**config.mk**
```make
export PLATFORM = sky130hd
export DESIGN_NAME = layer_blend_unit_core
export DESIGN_NICKNAME = d
export VERILOG_FILES = /design/src/design/lbu_pkg.sv /design/src/design/lbu_lane.sv /design/src/design/lbu_merge.sv /design/src/design/layer_blend_unit_core.sv
export VERILOG_INCLUDE_DIRS = /design/src /design/src/design
export SDC_FILE = /design/constraint.sdc
export NUM_CORES = 2
export LEC_CHECK = 0
export BUFFER_PORTS_ARGS = -buffer_cell sky130_fd_sc_hd__buf_2
export CORE_ASPECT_RATIO = 1.4
export CORE_UTILIZATION = 46
export CTS_BUF_LIST = sky130_fd_sc_hd__clkbuf_4 sky130_fd_sc_hd__clkbuf_8
export DETAILED_ROUTE_END_ITERATION = 8
export HOLD_SLACK_MARGIN = 0.06
export MAX_ROUTING_LAYER = met4
export PLACE_DENSITY = 0.72
export SLEW_MARGIN = 20
export SYNTH_ARGS = -nofsm -noshare
export SYNTH_HDL_FRONTEND = slang
export SYNTH_SLANG_ARGS = --single-unit
export TNS_END_PERCENT = 10
```
**constraint.sdc**
```tcl
create_clock -name clock -period 9.98 [get_ports clock]
set_clock_uncertainty 0.15 [all_clocks]
set_input_delay 1.996 -clock clock [delete_from_list [all_inputs] [get_ports clock]]
set_output_delay 1.996 -clock clock [all_outputs]
set_load 0.02 [all_outputs]
```
**src/design/layer_blend_unit_core_macros.svh**
```systemverilog
// assertion macros used by the layer blend top level file
`ifndef LAYER_BLEND_UNIT_CORE_MACROS_SVH
`define LAYER_BLEND_UNIT_CORE_MACROS_SVH

// same-cycle implication, checked on every rising edge outside reset
`define LBU_ASSERT_IMPL(name, ante, cons) \
   name: assert property (@(posedge clock) disable iff (reset) (ante) |-> (cons)) \
      else $error("layer blend check failed");

// next-cycle implication
`define LBU_ASSERT_NEXT(name, ante, cons) \
   name: assert property (@(posedge clock) disable iff (reset) (ante) |=> (cons)) \
      else $error("layer blend check failed");

`endif

```
**src/design/lbu_pkg.sv**
```systemverilog
// types, constants and codes of the layer blend unit
package lbu_pkg;

   localparam int CH_W = 8;
   localparam logic [CH_W-1:0] CHANNEL_MAX = 8'd255;

   // blend mode codes
   localparam logic [1:0] MODE_NORMAL   = 2'd0;
   localparam logic [1:0] MODE_ADD      = 2'd1;
   localparam logic [1:0] MODE_MULTIPLY = 2'd2;
   localparam logic [1:0] MODE_SCREEN   = 2'd3;

   // register indexes
   localparam logic REG_OPACITY = 1'b0;
   localparam logic REG_MODE    = 1'b1;

   localparam int PIPE_DEPTH = 3;

   // every blend is brought to a numerator over 255^2
   localparam logic [15:0] FULL_SCALE = 16'd65025;
   localparam logic [23:0] SCREEN_TOP = 24'd16581375;
   localparam int NUM_W  = 24;
   localparam int DIVD_W = 25;

   // round half up: floor((2n + 255^2) / (2 * 255^2)) by reciprocal
   localparam longint unsigned RECIP_DIV = 64'd130050;
   localparam int RECIP_SHIFT = 42;
   localparam int RECIP_W = 26;
   localparam logic [RECIP_W-1:0] RECIP_K =
      RECIP_W'(((64'd1 << RECIP_SHIFT) + RECIP_DIV - 64'd1) / RECIP_DIV);
   localparam int PROD_W = DIVD_W + RECIP_W;

   typedef struct packed {
      logic            advance;
      logic [1:0]      mode;
      logic [CH_W-1:0] opacity;
   } lane_ctrl_type;

   typedef struct packed {
      logic out_valid;
      logic skid_valid;
   } merge_status_type;

endpackage

```
**src/design/lbu_lane.sv**
```systemverilog
// one colour channel of the blend: three-stage pipeline with exact rounding
module lbu_lane (
   input  logic                       clock,
   input  lbu_pkg::lane_ctrl_type     ctrl,
   input  logic [lbu_pkg::CH_W-1:0]   top_ch,
   input  logic [lbu_pkg::CH_W-1:0]   base_ch,
   output logic [lbu_pkg::CH_W-1:0]   result
);

   logic [15:0] a_o, b_no, na_no, s1_v;
   logic [16:0] add_sum;
   logic [lbu_pkg::CH_W-1:0] s1_w;
   logic s1_sub;

   logic [15:0] v_ff, v_in;
   logic [lbu_pkg::CH_W-1:0] w_ff, w_in;
   logic sub_ff, sub_in;
   logic [lbu_pkg::NUM_W-1:0] prod1_ff, prod1_in;
   logic sub2_ff, sub2_in;
   logic [lbu_pkg::NUM_W-1:0] numer;
   logic [lbu_pkg::DIVD_W-1:0] divd;
   logic [lbu_pkg::PROD_W-1:0] quot_ff, quot_in;

   // stage one: the mode-specific factor pair
   always_comb begin
      a_o     = 16'(top_ch) * 16'(ctrl.opacity);
      b_no    = 16'(base_ch) * 16'(lbu_pkg::CHANNEL_MAX - ctrl.opacity);
      na_no   = 16'(lbu_pkg::CHANNEL_MAX - top_ch) * 16'(lbu_pkg::CHANNEL_MAX - ctrl.opacity);
      add_sum = 17'(base_ch) * 17'(lbu_pkg::CHANNEL_MAX) + 17'(a_o);
      s1_v    = 16'(a_o + b_no);
      s1_w    = lbu_pkg::CHANNEL_MAX;
      s1_sub  = 1'b0;
      case (ctrl.mode)
         lbu_pkg::MODE_ADD: begin
            if (add_sum > 17'(lbu_pkg::FULL_SCALE)) begin
               s1_v = lbu_pkg::FULL_SCALE;
            end else begin
               s1_v = add_sum[15:0];
            end
         end
         lbu_pkg::MODE_MULTIPLY: begin
            s1_v = 16'(16'(top_ch) * 16'(lbu_pkg::CHANNEL_MAX) + na_no);
            s1_w = base_ch;
         end
         lbu_pkg::MODE_SCREEN: begin
            s1_v   = lbu_pkg::FULL_SCALE - a_o;
            s1_w   = ~base_ch;
            s1_sub = 1'b1;
         end
         default: begin
            s1_v = 16'(a_o + b_no);
         end
      endcase
   end

   // stage three: numerator over 255^2, then the reciprocal multiply
   always_comb begin
      if (sub2_ff) begin
         numer = lbu_pkg::SCREEN_TOP - prod1_ff;
      end else begin
         numer = prod1_ff;
      end
      divd = {numer, 1'b0} + lbu_pkg::DIVD_W'(lbu_pkg::FULL_SCALE);
   end

   always_comb begin
      v_in     = ctrl.advance ? s1_v : v_ff;
      w_in     = ctrl.advance ? s1_w : w_ff;
      sub_in   = ctrl.advance ? s1_sub : sub_ff;
      prod1_in = ctrl.advance ? lbu_pkg::NUM_W'(v_ff) * lbu_pkg::NUM_W'(w_ff) : prod1_ff;
      sub2_in  = ctrl.advance ? sub_ff : sub2_ff;
      quot_in  = ctrl.advance ?
                 lbu_pkg::PROD_W'(divd) * lbu_pkg::PROD_W'(lbu_pkg::RECIP_K) : quot_ff;
   end

   always_ff @(posedge clock) begin
      v_ff     <= v_in;
      w_ff     <= w_in;
      sub_ff   <= sub_in;
      prod1_ff <= prod1_in;
      sub2_ff  <= sub2_in;
      quot_ff  <= quot_in;
   end

   assign result = quot_ff[lbu_pkg::RECIP_SHIFT +: lbu_pkg::CH_W];

endmodule

```
**src/design/lbu_merge.sv**
```systemverilog
// gathers the three lane results into one item, output register plus skid stage
module lbu_merge (
   input  logic                        clock,
   input  logic                        reset,
   input  logic                        push,
   input  logic [lbu_pkg::CH_W-1:0]    lane_red,
   input  logic [lbu_pkg::CH_W-1:0]    lane_green,
   input  logic [lbu_pkg::CH_W-1:0]    lane_blue,
   input  logic                        rsp_stall,
   output logic                        rsp_valid,
   output logic [lbu_pkg::CH_W-1:0]    rsp_out_red,
   output logic [lbu_pkg::CH_W-1:0]    rsp_out_green,
   output logic [lbu_pkg::CH_W-1:0]    rsp_out_blue,
   output lbu_pkg::merge_status_type   status
);

   localparam int ITEM_W = 3 * lbu_pkg::CH_W;

   logic out_valid_ff, out_valid_in;
   logic skid_valid_ff, skid_valid_in;
   logic [ITEM_W-1:0] out_data_ff, out_data_in;
   logic [ITEM_W-1:0] skid_data_ff, skid_data_in;
   logic [ITEM_W-1:0] lane_item;
   logic pop;

   assign lane_item = {lane_red, lane_green, lane_blue};
   assign pop       = out_valid_ff & ~rsp_stall;

   always_comb begin
      out_valid_in  = out_valid_ff;
      skid_valid_in = skid_valid_ff;
      out_data_in   = out_data_ff;
      skid_data_in  = skid_data_ff;
      if (skid_valid_ff) begin
         // no push can arrive while the skid stage is full
         if (pop) begin
            out_data_in   = skid_data_ff;
            skid_valid_in = 1'b0;
         end
      end else if (push) begin
         if (!out_valid_ff || pop) begin
            out_data_in  = lane_item;
            out_valid_in = 1'b1;
         end else begin
            skid_data_in  = lane_item;
            skid_valid_in = 1'b1;
         end
      end else if (pop) begin
         out_valid_in = 1'b0;
      end
   end

   always_ff @(posedge clock) begin
      if (reset) begin
         out_valid_ff  <= 1'b0;
         skid_valid_ff <= 1'b0;
      end else begin
         out_valid_ff  <= out_valid_in;
         skid_valid_ff <= skid_valid_in;
      end
      out_data_ff  <= out_data_in;
      skid_data_ff <= skid_data_in;
   end

   assign rsp_valid         = out_valid_ff;
   assign rsp_out_red       = out_data_ff[2*lbu_pkg::CH_W +: lbu_pkg::CH_W];
   assign rsp_out_green     = out_data_ff[lbu_pkg::CH_W +: lbu_pkg::CH_W];
   assign rsp_out_blue      = out_data_ff[0 +: lbu_pkg::CH_W];
   assign status.out_valid  = out_valid_ff;
   assign status.skid_valid = skid_valid_ff;

endmodule

```
**src/design/layer_blend_unit_core.sv**
```systemverilog
// top level of the layer blend unit: registers, lanes and output stage
//
//   port group   direction   handshake            payload
//   req_         in          req_valid/req_stall  top_* and base_* channels
//   rsp_         out         rsp_valid/rsp_stall  out_red, out_green, out_blue
//   apb          in/out      psel/penable/pready  opacity at 0x0, mode at 0x4
//
// one item per clock while the skid stage is free; an accepted item passes
// through the three lane stages (factor products, scaling multiply, reciprocal
// multiply) and the output register before rsp_valid. reset clears the valid
// bits and sets opacity to 255, mode to normal. req_stall rises only while the
// skid stage holds an item, i.e. after rsp_stall has held a finished item back.
`include "layer_blend_unit_core_macros.svh"

module layer_blend_unit_core (
   input  logic                       clock,
   input  logic                       reset,
   input  logic                       req_valid,
   output logic                       req_stall,
   input  logic [lbu_pkg::CH_W-1:0]   req_top_red,
   input  logic [lbu_pkg::CH_W-1:0]   req_top_green,
   input  logic [lbu_pkg::CH_W-1:0]   req_top_blue,
   input  logic [lbu_pkg::CH_W-1:0]   req_base_red,
   input  logic [lbu_pkg::CH_W-1:0]   req_base_green,
   input  logic [lbu_pkg::CH_W-1:0]   req_base_blue,
   output logic                       rsp_valid,
   input  logic                       rsp_stall,
   output logic [lbu_pkg::CH_W-1:0]   rsp_out_red,
   output logic [lbu_pkg::CH_W-1:0]   rsp_out_green,
   output logic [lbu_pkg::CH_W-1:0]   rsp_out_blue,
   input  logic                       psel,
   input  logic                       penable,
   input  logic                       pwrite,
   input  logic [2:0]                 paddr,
   input  logic [31:0]                pwdata,
   output logic [31:0]                prdata,
   output logic                       pready
);

   logic [lbu_pkg::CH_W-1:0] opacity_ff, opacity_in;
   logic [1:0] mode_ff, mode_in;
   logic [lbu_pkg::PIPE_DEPTH-1:0] vld_ff, vld_in;
   logic csr_write, accept, pipe_en;
   logic [lbu_pkg::CH_W-1:0] lane_red, lane_green, lane_blue;
   lbu_pkg::lane_ctrl_type ctrl;
   lbu_pkg::merge_status_type status;

   // register port
   assign pready    = 1'b1;
   assign csr_write = psel & penable & pwrite & pready;

   always_comb begin
      opacity_in = opacity_ff;
      mode_in    = mode_ff;
      if (csr_write) begin
         if (paddr[2] == lbu_pkg::REG_OPACITY) begin
            opacity_in = pwdata[lbu_pkg::CH_W-1:0];
         end else begin
            mode_in = pwdata[1:0];
         end
      end
   end

   always_comb begin
      if (paddr[2] == lbu_pkg::REG_MODE) begin
         prdata = {30'd0, mode_ff};
      end else begin
         prdata = {24'd0, opacity_ff};
      end
   end

   // the whole lane pipeline moves while the skid stage is free
   assign pipe_en   = ~status.skid_valid;
   assign req_stall = ~pipe_en;
   assign accept    = req_valid & ~req_stall;

   assign vld_in = pipe_en ? {vld_ff[lbu_pkg::PIPE_DEPTH-2:0], accept} : vld_ff;

   always_ff @(posedge clock) begin
      if (reset) begin
         opacity_ff <= lbu_pkg::CHANNEL_MAX;
         mode_ff    <= lbu_pkg::MODE_NORMAL;
         vld_ff     <= '0;
      end else begin
         opacity_ff <= opacity_in;
         mode_ff    <= mode_in;
         vld_ff     <= vld_in;
      end
   end

   assign ctrl.advance = pipe_en;
   assign ctrl.mode    = mode_ff;
   assign ctrl.opacity = opacity_ff;

   lbu_lane u_lane_red (
      .clock   (clock),
      .ctrl    (ctrl),
      .top_ch  (req_top_red),
      .base_ch (req_base_red),
      .result  (lane_red)
   );

   lbu_lane u_lane_green (
      .clock   (clock),
      .ctrl    (ctrl),
      .top_ch  (req_top_green),
      .base_ch (req_base_green),
      .result  (lane_green)
   );

   lbu_lane u_lane_blue (
      .clock   (clock),
      .ctrl    (ctrl),
      .top_ch  (req_top_blue),
      .base_ch (req_base_blue),
      .result  (lane_blue)
   );

   lbu_merge u_merge (
      .clock         (clock),
      .reset         (reset),
      .push          (vld_ff[lbu_pkg::PIPE_DEPTH-1] & pipe_en),
      .lane_red      (lane_red),
      .lane_green    (lane_green),
      .lane_blue     (lane_blue),
      .rsp_stall     (rsp_stall),
      .rsp_valid     (rsp_valid),
      .rsp_out_red   (rsp_out_red),
      .rsp_out_green (rsp_out_green),
      .rsp_out_blue  (rsp_out_blue),
      .status        (status)
   );

   // when a finished item leaves the lanes, rsp_valid is high the next cycle
   `LBU_ASSERT_NEXT(a_lane_to_out, vld_ff[lbu_pkg::PIPE_DEPTH-1] && pipe_en, rsp_valid)
   // the skid stage only fills behind a held output item
   `LBU_ASSERT_IMPL(a_skid_behind_out, status.skid_valid, status.out_valid)
   `LBU_ASSERT_IMPL(a_skid_fill_cause, $rose(status.skid_valid), $past(rsp_valid && rsp_stall))

endmodule

```
Yosys cells after proc, flatten, opt, wreduce, memory -nomap -nowiden --
Cells that the tools add are included.
Word-level totals: flip-flop bits (word level) 359
Cells by class: muxes and demuxes 25, magnitude comparators 3, equal/unequal tests 5, add/subtract/negate cells 22, bitwise operators 12, multipliers 21, reduce and logical (&&, ||, !) cells 10
Operator list (number):
- 24-bit two-way mux | 7
- 25-bit by 26-bit multiplier with 50-bit output (second input constant) | 3
- 16-bit one-hot mux with 3 select lines | 3
- 16-bit adder | 6
- 8-bit by 8-bit multiplier with 16-bit output (second input constant) | 6
- 25-bit by 16-bit adder with 25-bit output (second input constant) | 3
- 16-bit by 8-bit multiplier with 24-bit output | 3
- 24-bit subtractor (first input constant) | 3
- 16-bit by 16-bit adder with 17-bit output | 3
- 17-bit by 16-bit > comparator with 1-bit output (second input constant) | 3
- 16-bit by 16-bit multiplier with 16-bit output | 3
- 8-bit by 16-bit multiplier with 16-bit output | 3
- 8-bit by 8-bit multiplier with 16-bit output | 3
- 16-bit two-way mux | 3
- 8-bit one-hot mux with 2 select lines | 3
- 16-bit subtractor (first input constant) | 3
- 8-bit by 8-bit subtractor with 9-bit output (first input constant) | 4
- 8-bit NOT | 3
- 3-bit AND reduction | 3
- 1-bit two-way mux | 8
- 8-bit two-way mux | 1
- 2-bit nonzero test | 3
- 1-bit AND | 5
- 2-bit equality test (second input constant) | 2
- other kinds (6) | 11

Depth between registers and ports, before layout --
depth after elaboration 6, gate-level depth with buffers 33

Hierarchy --
Synthesis repeated with hierarchy kept, for this count alone.
Unflattened totals: cells, all modules 7402, area total of the unflattened synthesis 70306.2 um2
Modules (own cells, without submodules):
- lbu_lane (u_lane_green) | sequential area each 1741.7 um2, times used 1, area each 22660.5 um2, cells each 2416
- lbu_lane (u_lane_blue) | sequential area each 1741.7 um2, times used 1, area each 22606.7 um2, cells each 2438
- lbu_lane (u_lane_red) | sequential area each 1741.7 um2, times used 1, area each 22285.1 um2, cells each 2366
- lbu_merge | sequential area each 1481.4 um2, times used 1, area each 1933.1 um2, cells each 89
- layer_blend_unit_core | sequential area each 260.2 um2, times used 1, area each 820.8 um2, cells each 93

Worst setup path before layout --
No wires, ideal clock.
path type input-to-reg, start point in req_top_red[5] in the netlist's numbering, end point reg u_lane_red.v_ff[8], data pin, arrival time 9.894 ns, data required time 9.558 ns, path slack -0.336 ns, cell stages on the path 29, library setup time 0.272 ns, cell sequence clkbuf_1 > nand2_1 > fa_1 > fa_1 > inv_1 > fa_1 > inv_1 > fa_1 > inv_1 > ha_1 > and4_1 > o31a_1 > nor2_1 > ha_1 > inv_1 > fa_1 > fa_1 > fa_1 > inv_1 > ha_1 > o21ai_0 > nand2b_1 > and3_1 > a221oi_1 > a21oi_1 > xor2_1 > nor4b_1 > nor3_1 > mux4_2
On the way: word-level cells in the longest chain between the ends 5
Ends and longest elaborated chain:
- start: declaration | line layer_blend_unit_core.sv:20 | input logic [lbu_pkg::CH_W-1:0] req_top_red,
- branches (longest 4 deep; another with 16-bit by 16-bit multiplier with 16-bit output)
- 16-bit one-hot mux with 3 select lines * | line lbu_lane.sv:33 | case (ctrl.mode)
- net u_lane_red.s1_v[8] | line lbu_lane.sv:10 | logic [15:0] a_o, b_no, na_no, s1_v;
- end signal: assignment | line lbu_lane.sv:77 | v_ff <= v_in;
- end: declaration | line lbu_lane.sv:15 | logic [15:0] v_ff, v_in;
Mark *: on every way through the listed nets, which the timed path passes. A chain may end at the register's enable or synchronous reset.

Worst setup path after layout --
start point in req_top_red[3] in the netlist's numbering, end point reg u_lane_red.v_ff[8], data pin
Same word-level chain as after synthesis.

==> flow_metrics.env <==
export IMPL_status="complete, no violations"
export IMPL_ant_nets=0
export IMPL_cts_setup_buffers=0
export IMPL_cts_hold_buf=0
export IMPL_hold_depth=0
export IMPL_n_fill_cell=13790
export IMPL_cts_tree="done"
export IMPL_vias=50700
export IMPL_cts_resized=0
export IMPL_io_pins=149
export IMPL_yosysTopAreaCell="fa_1"
export IMPL_synth_most_common_cell="inv_1"
export IMPL_met2_length_um=83930
export IMPL_design_die_area_um2=154100
export IMPL_ys_top_cells_by_count="inv_1, ha_1, fa_1"
export IMPL_grt_pass1_wl_um=263700
export IMPL_grt_pass1_vias=55000
export IMPL_gr_total_overflow=0
export IMPL_cp_start_kind="input pin"
export IMPL_yosysUniqueCellTypes=89
export IMPL_post_dp_cell_area_um2=74090
export IMPL_slew_headroom=0.2342
export IMPL_cp_max_fo=5
export IMPL_cts_root_buf="clkbuf_8"
export IMPL_drv_cap=0
export IMPL_cp_end_kind="register"
export IMPL_drt_pass1_iter_count=6
export IMPL_core_area_um2=151400
export IMPL_syn_area_um2=70180
export IMPL_wl_um=158000
export IMPL_vias_per_cell=5.293
export IMPL_fin_cells=9578
export IMPL_dp_hpwl_um=132400
export IMPL_die_x_um=332.1
export IMPL_met1Wirelength_um=61960
export IMPL_min_period_ns=9.668
export IMPL_crit_type="in -> reg"
export IMPL_dp_cells=9488
export IMPL_synth_edf_count=218
export IMPL_place_ws_ns=-0.4694
export IMPL_track_usage=0.2147
export IMPL_grt_max_degree=100
export IMPL_ys_top_cells_by_area="fa_1, ha_1, edfxtp_1"
export IMPL_area_growth_pct=6.823
export IMPL_clk_pin_slew_ns=0.06
export IMPL_drt_iter0_markers=2430
export IMPL_drv_slew=0
export IMPL_num_rows=169
export IMPL_setup_viol=0
export IMPL_syn_avg_cell_area_um2=9.508
export IMPL_hold_violations=0
export IMPL_io_buffers=97
export IMPL_fin_area_um2=74960
export IMPL_ff2ff_path_depth=31
export IMPL_cp_required_ns=10.23
export IMPL_finalCritPeriodShare=0.9687
export IMPL_htreeDepth=2
export IMPL_avgRoutedWirePerCell_um=16.50
export IMPL_cts_made_buffers=41
export IMPL_start_util=0.4635
export IMPL_async_reset_ff_frac=0
export IMPL_fmax_mhz=103.4
export IMPL_max_slew_worst_pin_slew_ns=1.141
export IMPL_place_congestion=0.9168
export IMPL_yosysWarnings=0
export IMPL_clock_sinks=233
export IMPL_routed_wl_met3_um=6314
export IMPL_die_y_um=464.1
export IMPL_clockBufferDepth=3
export IMPL_hp_class="reg -> reg"
export IMPL_layout_drive_gt1_share=0.07305
export IMPL_highest_layer="met4"
export IMPL_synth_seq_cells=233
export IMPL_clock_latency_ns=0.67
export IMPL_drc_errors=0
export IMPL_ys_seq_area_frac=0.09756
export IMPL_cp_arrival_ns=9.92
export IMPL_tns_ns=0
export IMPL_layout_setup_ws_ns=0.3121
export IMPL_nNetsFinal=10090
export IMPL_syn_instance_count=7381
export IMPL_synth_top_area_share=0.3149
export IMPL_antenna_found_initial=15
export IMPL_synth_ff_type="edfxtp_1"
-- sequential cells by signal, summed over array words and instances, names as in the netlist, 2 cells and up --
signal                 flops
u_lane_green.quot_ff       8
u_lane_red.v_ff           16
u_lane_green.w_ff          8
u_lane_blue.quot_ff        8
u_merge.skid_data_ff      24
u_lane_blue.v_ff          16
vld_ff                     3
u_lane_red.prod1_ff       24
u_lane_blue.w_ff           8
u_lane_red.quot_ff         8
opacity_ff                 8
u_merge.out_data_ff       24
u_lane_blue.prod1_ff      24
u_lane_red.w_ff            8
u_lane_green.v_ff         16
u_lane_green.prod1_ff     24
mode_ff                    2
-- cell usage in the layout, fill, tap and decap left out, drive strengths merged, types with 69 or more instances in the layout --
| cell | netlist | layout |
|---|---|---|
| nand3 | 69 | 69 |
| a21oi | 205 | 205 |
| ha | 1329 | 1329 |
| inv | 1575 | 1579 |
| xnor2 | 241 | 241 |
| xor2 | 138 | 138 |
| or2 | 83 | 83 |
| and2 | 365 | 365 |
| a21o | 74 | 74 |
| o21ai | 133 | 133 |
| nand2b | 116 | 116 |
| buf | 49 | 326 |
| nor2 | 370 | 370 |
| nand2 | 421 | 421 |
| nor3 | 103 | 103 |
| fa | 1104 | 1104 |
| edfxtp | 218 | 218 |
-- cell type report --
class / count / area, um^2 / share of cell area
inverter: 1585 / 5957 / 0.07946
sequential: 233 / 6864 / 0.09156
antenna: 14 / 35.03 / 0.0004673
tap: 1966 / 2460 / 0.03281
clock inverter: 29 / 188.9 / 0.002520
multi-input combinational: 5378 / 56630 / 0.7555
clock buffer: 47 / 609.3 / 0.008128
timing repair buffer: 326 / 2217 / 0.02958
-- cell families (layout without fill, tap and decap cells) --
family          Yosys count  count (layout)  share of synthesized area
flops                   233             233                    0.09756
compound gates          719             719                    0.06802
mux                      48              48                   0.008594
simple gates           1768            1768                     0.1284
fa+ha+maj              2433            2433                     0.5519
xor+xnor                379             379                    0.04757
other cells               2              45                  0.0001070
buf+inv                1799            1987                    0.09790
-- final timing paths --
kind	startpoint	to	slack (ns)
max	req_top_red[3]	u_lane_red.v_ff[8]$_DFFE_PN_	0.31
min	u_lane_green.quot_ff[48]$_DFFE_PN_	u_merge.skid_data_ff[14]$_DFFE_PP_	0.30
max reg2reg	opacity_ff[4]$_SDFFE_PP1P_	u_lane_green.v_ff[4]$_DFFE_PN_	0.66
min reg2reg	u_lane_green.quot_ff[48]$_DFFE_PN_	u_merge.skid_data_ff[14]$_DFFE_PP_	0.30
-- critical path, stage by stage --
cell	delay (ns)
buf_2	0.14
and2_1	0.18
fa_1	0.44
fa_1	0.49
inv_1	0.06
fa_1	0.50
fa_1	0.49
inv_1	0.04
ha_1	0.32
and4_1	0.22
o31a_1	0.31
nor2_2	0.24
ha_1	0.27
inv_1	0.07
fa_1	0.45
fa_1	0.50
fa_1	0.49
inv_1	0.04
ha_1	0.28
o21ai_0	0.15
nand2b_1	0.10
and3_1	0.19
a221oi_1	0.39
o21ai_0	0.13
a31o_2	0.26
xor2_1	0.47
nor3_1	0.18
mux4_2	0.49
-- per-layer routing --
| layer | GRT usage | vias to the layer above |
|---|---|---|
| met2 | 0.4007 | 1043 |
| met5 | - | - |
| met3 | 0.02278 | 352 |
| li1 | - | 23950 |
| met1 | 0.2341 | 25360 |
| met4 | 0.07527 | 0 |
-- per-stage QoR --
step,hold slack (ns),utilization
2_1_floorplan,0.2503,-
3_3_place_gp,0.2946,0.4894
3_5_place_dp,0.2913,0.4894
4_1_cts,0.3073,0.4947
5_1_grt,0.3134,0.4951
6_report,0.3045,0.4951
Power is not shown: default switching activity piles up to over one toggle a cycle in this logic, so the estimate is an artifact.
